## config.mk

```make
export PLATFORM = sky130hd
export DESIGN_NAME = tcse_front
export DESIGN_NICKNAME = d
export VERILOG_FILES = /design/src/rtl/tcse_pkg.sv /design/src/rtl/tcse_front.sv
export SDC_FILE = /design/constraint.sdc
export NUM_CORES = 1
export LEC_CHECK = 0
export ABC_CLOCK_PERIOD_IN_PS = 2570
export BUFFER_PORTS_ARGS = -buffer_cell sky130_fd_sc_hd__buf_2
export CAP_MARGIN = 20
export CORE_UTILIZATION = 30
export CTS_CLUSTER_SIZE = 40
export DETAILED_ROUTE_END_ITERATION = 8
export PLACE_DENSITY = 0.54
export SETUP_SLACK_MARGIN = 0.3
export SYNTH_ARGS = -nofsm -noshare
export SYNTH_HDL_FRONTEND = slang
export SYNTH_SLANG_ARGS = --single-unit
```

## constraint.sdc

```tcl
create_clock -name clk -period 2.57 [get_ports clk]
set_input_delay 0.514 -clock clk [delete_from_list [all_inputs] [get_ports clk]]
set_output_delay 0.514 -clock clk [all_outputs]
set_load 0.02 [all_outputs]
```

## src/rtl/tcse_pkg.sv

```systemverilog
package tcse_pkg;

    // func codes on the command port
    localparam logic [2:0] FUNC_PUT    = 3'd0;
    localparam logic [2:0] FUNC_SCROLL = 3'd1;
    localparam logic [2:0] FUNC_SETCUR = 3'd2;
    localparam logic [2:0] FUNC_CLEAR  = 3'd3;
    localparam logic [2:0] FUNC_READ   = 3'd4;

    // control characters
    localparam logic [7:0] CH_NEWLINE   = 8'd10;
    localparam logic [7:0] CH_RETURN    = 8'd13;
    localparam logic [7:0] CH_TAB       = 8'd9;
    localparam logic [7:0] CH_BACKSPACE = 8'd8;
    localparam logic [7:0] CH_SPACE     = 8'd32;

    localparam logic [7:0] ATTR_RESET = 8'd7;

    typedef enum logic [2:0] {
        OP_PUT,
        OP_SCROLL,
        OP_SETCUR,
        OP_CLEAR,
        OP_READ,
        OP_NONE
    } op_t;

    // classified command word passed from front to back
    typedef struct packed {
        op_t         op;
        logic [7:0]  ch;
        logic [12:0] delta;
        logic [7:0]  col;
        logic [7:0]  row;
        logic        in_range;
    } cmd_t;

    typedef enum logic [2:0] {
        BK_IDLE,
        BK_EXEC,
        BK_MOD,
        BK_ACCESS,
        BK_ROWCLR,
        BK_CLEAR,
        BK_RESP
    } back_state_t;

endpackage

```

## src/rtl/tcse_front.sv

```systemverilog
module tcse_front #(
    parameter int COLUMNS     = 80,
    parameter int SCREEN_ROWS = 25
) (
    input  logic               clk,
    input  logic               rst_n,
    input  logic               start,
    output logic               busy,
    input  logic [2:0]         func,
    input  logic [7:0]         char_code,
    input  logic signed [12:0] scroll_delta,
    input  logic [7:0]         screen_col,
    input  logic [7:0]         disp_row,
    input  logic               init_busy,
    output logic               cmd_valid,
    output tcse_pkg::cmd_t     cmd,
    input  logic               cmd_pop
);
    import tcse_pkg::*;

    cmd_t       q_reg [2];
    logic       wp_reg, wp_next;
    logic       rp_reg, rp_next;
    logic [1:0] cnt_reg, cnt_next;
    cmd_t       in_cmd;
    logic       push;

    // classify the incoming word
    always_comb
    begin
        in_cmd.ch       = char_code;
        in_cmd.delta    = scroll_delta;
        in_cmd.col      = screen_col;
        in_cmd.row      = disp_row;
        in_cmd.in_range = (int'(screen_col) < COLUMNS) && (int'(disp_row) < SCREEN_ROWS);
        unique case (func)
            FUNC_PUT:    in_cmd.op = OP_PUT;
            FUNC_SCROLL: in_cmd.op = OP_SCROLL;
            FUNC_SETCUR: in_cmd.op = OP_SETCUR;
            FUNC_CLEAR:  in_cmd.op = OP_CLEAR;
            FUNC_READ:   in_cmd.op = OP_READ;
            default:     in_cmd.op = OP_NONE;
        endcase
    end

    assign busy      = (cnt_reg == 2'd2) || init_busy;
    assign push      = start && !busy;
    assign cmd_valid = (cnt_reg != 2'd0);
    assign cmd       = q_reg[rp_reg];

    // two-entry command queue
    always_comb
    begin
        wp_next  = push ? ~wp_reg : wp_reg;
        rp_next  = cmd_pop ? ~rp_reg : rp_reg;
        cnt_next = cnt_reg + 2'(push) - 2'(cmd_pop);
    end

    always_ff @(posedge clk or negedge rst_n)
    begin
        if (!rst_n)
        begin
            wp_reg  <= 1'b0;
            rp_reg  <= 1'b0;
            cnt_reg <= 2'd0;
        end
        else
        begin
            wp_reg  <= wp_next;
            rp_reg  <= rp_next;
            cnt_reg <= cnt_next;
        end
    end

    always_ff @(posedge clk)
    begin
        if (push)
        begin
            q_reg[wp_reg] <= in_cmd;
        end
    end

endmodule

```

* After elaboration in Yosys (flattened, before gate mapping) *
Memory sizes are Yosys's and may differ from the RTL's.
Cells that the tools add are included.

word-level totals
  bits in writable memories = 82
  input bits = 45
  word-level logic and storage cells = 24
  memories = 1
  output and inout bits = 43
  bits in registers = 4

operators by class
  bitwise operators = 2
  reductions and logical operators = 6
  eq/ne operators = 5
  order comparisons = 2
  muxes and demuxes = 3
  add/sub/neg operators = 2

memories
  name   depth  bits a word  rd ports  clocked after Yosys merged registers in  wr ports  line              source
  q_reg  2      41           1         0                                        1         tcse_front.sv:21  cmd_t q_reg [2];

operator list
  operator                                                     number
  one-hot mux 3 bit (5 select lines)                           1
  less-than comparator 8 x 5 -> 1 bit (second input constant)  1
  less-than comparator 8 x 7 -> 1 bit (second input constant)  1
  equality test 3 x 2 -> 1 bit (second input constant)         2
  equality test 3 x 1 -> 1 bit (second input constant)         1
  equality test 3 bit (second input constant)                  1
  zero test 3 bit                                              1
  adder 2 x 1 -> 2 bit                                         1
  equality test 2 bit (second input constant)                  1
  logical AND 1 bit                                            2
  two-way mux 1 bit                                            2
  NOT 1 bit                                                    2
  nonzero test 2 bit                                           1
  subtractor 2 x 1 -> 2 bit                                    1
  zero test 1 bit                                              1
  logical OR 1 bit                                             1

* Depth between registers and ports, before layout *
  depth in word-level cells = 6
  mapped depth = 7
  depth with buffers taken out = 7

* Worst setup path before layout *
Ideal clock, no wire load.

  kind = input port to flip-flop
  from = input init_busy
  to = memory q_reg[0][0] (netlist name) (enable)
  buffers on the path = 0
  slack = -0.357 ns
  stages = 2
  setup time = 0.440 ns
  arrival time = 2.488 ns
  data required time = 2.130 ns
  path through = nand3b_1 nor2_1

between the ends
  longest elaborated chain between the ends = 5

RTL lines
  element                                  line              source
  from (decl)                              tcse_front.sv:14  input logic init_busy,
  logical OR 1 bit                         tcse_front.sv:46  assign busy = (cnt_reg == 2'd2) || init_busy;
  zero test 1 bit                          tcse_front.sv:47  assign push = start && !busy;
  logical AND 1 bit                        tcse_front.sv:47
  two-way mux 1 bit                        tcse_front.sv:77  if (push)
  two-way mux 1 bit (not written as such)  tcse_front.sv:79  q_reg[wp_reg] <= in_cmd;
  to (decl)                                tcse_front.sv:21

No other way between the ends.

==> reports/qor.yml <==
r2r_start: "cnt_reg[1]"
min_path_type: "primary input to flip-flop"
detailedPlace.worstSlack_ps: 655
htree_num_levels: 3
synth_compound_gate_area_share: 0.00624
critical_path_required_ps: 2060
criticalPathCategory: "flip-flop to primary output"
grtUsageMet1: 0.117
grt.total_usage: 0.100
largest_register_ff_count: 82
reg2reg_slack_ps: 850
initial_core_util: 0.312
worst_pin_slew_ps: 529
maxCapViolCount: 0
timing.final.hold_violations: 0
clock_slew_at_the_register_clock_pins_of_the_worst_setup_and_hold_paths_ps: 60
tritoncts: "done"
ctsLongestPathBuffers: 2
final_critical_path_setup_slack_ps: 425
postSynthNetCount: 200
clock-skew-final_ps: 3.35
numPortBuffers: 87
status: "completed"
critical_path.endpoint_type: "primary output"
timing.final.crit_period_ps: 2140
netlist_instances: 153
finalHoldWorstSlack_ps: 373
clock_insertion_delay_worst_skew_ps: 320
diodes: 0
cell_variety_after_synth: 21
synth_xor_area_frac: 0.0103
max_freq_mhz: 466
synth-seq-area-share: 0.752
final_wirelength_mm: 5.51
grt_setup_unrepaired: "no"
die_y_um: 109
critical_path_peak_fanout: 18
grt_max_degree: 27
worstRegToRegCells: 7
r2r-end: "cnt_reg[1]"
most_frequent_cells_in_the_layout: "87 x sky130_fd_sc_hd__buf_2, 82 x sky130_fd_sc_hd__edfxtp_1, 39 x sky130_fd_sc_hd__mux2_4, 9 x sky130_fd_sc_hd__clkbuf_16, 4 x sky130_fd_sc_hd__buf_4"
cts_buffers: 9
final_common_cell: "sky130_fd_sc_hd__buf_2"
power.ir.vdd_worst_v: 0.000364
design.die.area_um2: 11800
core_area_um2: 10900
antenna_violating_nets_post_route: 0
std_cell_rows: 38
grt_pass1_vias: 1711
synth_top_family_by_area: "multiplexers"
global_route.overflow_total: 0
grt_antenna_before_repair: 1
muxShareOfSynthArea: 0.178
post-route-period-util: 0.835
die-width_um: 109
power_density_over_the_cells_nw_per_um2: 1080
wire_length_of_the_first_global_routing_pass_mm: 8.47
drt_iter0_markers: 28
ff_latch_area_um2: 2570
finalMaxSlewViolations: 0
area_added_between_synthesis_and_finish_pct: 27.0
routed_length_per_placed_instance_um: 13.9
critPathLaunch: "rp_reg"
drtPass1Iterations: 4
setup_violations: 0
fillers: 1007
slew_headroom: 0.643
route.vias.total: 1664
dp_hpwl_mm: 3.72
vias_per_cell: 4.20
ys_seq_elements: 86
syn-mean-instance-area_um2: 22.3
drc: 0
final_layout_size_suffix_gt1_frac: 0.590
gp_congestion: 0.667
total_power_w: 0.00465
critPathLaunchType: "flip-flop"
final_nets: 299
synth_warnings: 0
crit_arrival_ps: 1630
leakagePower_nw: 1.72
globalRoute.busiestLayer: "met2"
multiInputGateArea_um2: 757
synthesis.area_um2: 3410
global_route.usage.met3: 0.0319
crit_end: "cmd[0]"
synth_simple_gate_area_frac: 0.0154
cts.sinks: 86
cts_root_buffer: "sky130_fd_sc_hd__clkbuf_16"
floorplan.io_pins: 88
yosys.area_share.adder: 0.00734
post-route-util: 0.396
met2_usage: 0.160
-- cell usage after synthesis (all sizes together) --
| master | n | area (um2) |
|---|---|---|
| clkbuf | 1 | 3.75 |
| xor2 | 1 | 8.76 |
| nor2 | 2 | 7.51 |
| nor4 | 1 | 6.26 |
| nand2b | 2 | 12.5 |
| dfrtp | 4 | 100 |
| a21o | 1 | 7.51 |
| inv | 2 | 7.51 |
| edfxtp | 82 | 2460 |
| and3 | 1 | 6.26 |
| buf | 5 | 91.3 |
| o21ai | 1 | 5.00 |
| mux2 | 41 | 608 |
| or2 | 1 | 6.26 |
| ha | 2 | 25.0 |
| nor2b | 1 | 6.26 |
| o311ai | 1 | 8.76 |
| xnor2 | 3 | 26.3 |
| nand3b | 1 | 7.51 |
-- critical path: stages (launching register included) --
cell	delay, ps
sky130_fd_sc_hd__dfrtp_4	570
sky130_fd_sc_hd__buf_12	230
sky130_fd_sc_hd__mux2_2	340
sky130_fd_sc_hd__buf_2	160
-- repair_timing --
item | 4_1_cts | 5_1_grt
resized for setup | 0 | 1
setup endpoints to repair | 0 | 2
hold buffers | 1 | 0
buffers inserted | 0 | 0
endpoints found under the hold margin | 4 | 0
-- how the worst min path moves through the flow --
stage,from,endpoint,cells past startpoint
floorplan,rst_n,cnt_reg[0],0
detailed placement,rst_n,cnt_reg[0],1
finish,char_code[2],q_reg[0][32],1
global route,char_code[5],q_reg[0][35],1
CTS,char_code[2],q_reg[0][32],1
global placement,rst_n,cnt_reg[0],1
-- area by class of cell --
cell class | instances | share of cell area
Sequential cell | 86 | 0.593
Multi-Input combinational cell | 59 | 0.175
Timing Repair Buffer | 94 | 0.119
Clock buffer | 11 | 0.0538
Tap cell | 140 | 0.0405
Clock inverter | 4 | 0.0168
Inverter | 2 | 0.00174
-- stage by stage --
step | cells | setup TNS (ps) | instance area, um2
5_1_grt | 396 | 0 | 4330
2_1_floorplan | 153 | -29300 | 3410
4_1_cts | 396 | 0 | 4320
6_report | 396 | 0 | 4330
3_5_place_dp | 380 | 0 | 4010
3_3_place_gp | 380 | 0 | 4010
-- cell families (layout without fill, tap and decap cells) --
family / after synthesis / in the layout
AOI/OAI and AO/OA: 3 / 3
xor gates and xnor gates: 4 / 4
adders and majority gates: 2 / 2
buffers and inverters: 8 / 111
DFF: 86 / 86
muxes: 41 / 41
and+or+nand+nor: 9 / 9
-- power breakdown --
| group | internal [W] | total, W | switching (W) |
|---|---|---|---|
| logic | 0.000709 | 0.00146 | 0.000756 |
| clock network | 0.000844 | 0.00132 | 0.000478 |
| registers | 0.00176 | 0.00187 | 0.000107 |
-- layer usage --
| metal | share of wire | vias to the layer above | routed length [um] |
|---|---|---|---|
| li1 | - | 791 | - |
| met1 | 0.42 | 801 | 2330 |
| met2 | 0.48 | 58 | 2650 |
| met3 | 0.071 | 12 | 391 |
| met4 | 0.021 | 2 | 116 |
| met5 | 0.0024 | - | 13 |
Note: power is estimated with default switching activity, not from simulation.
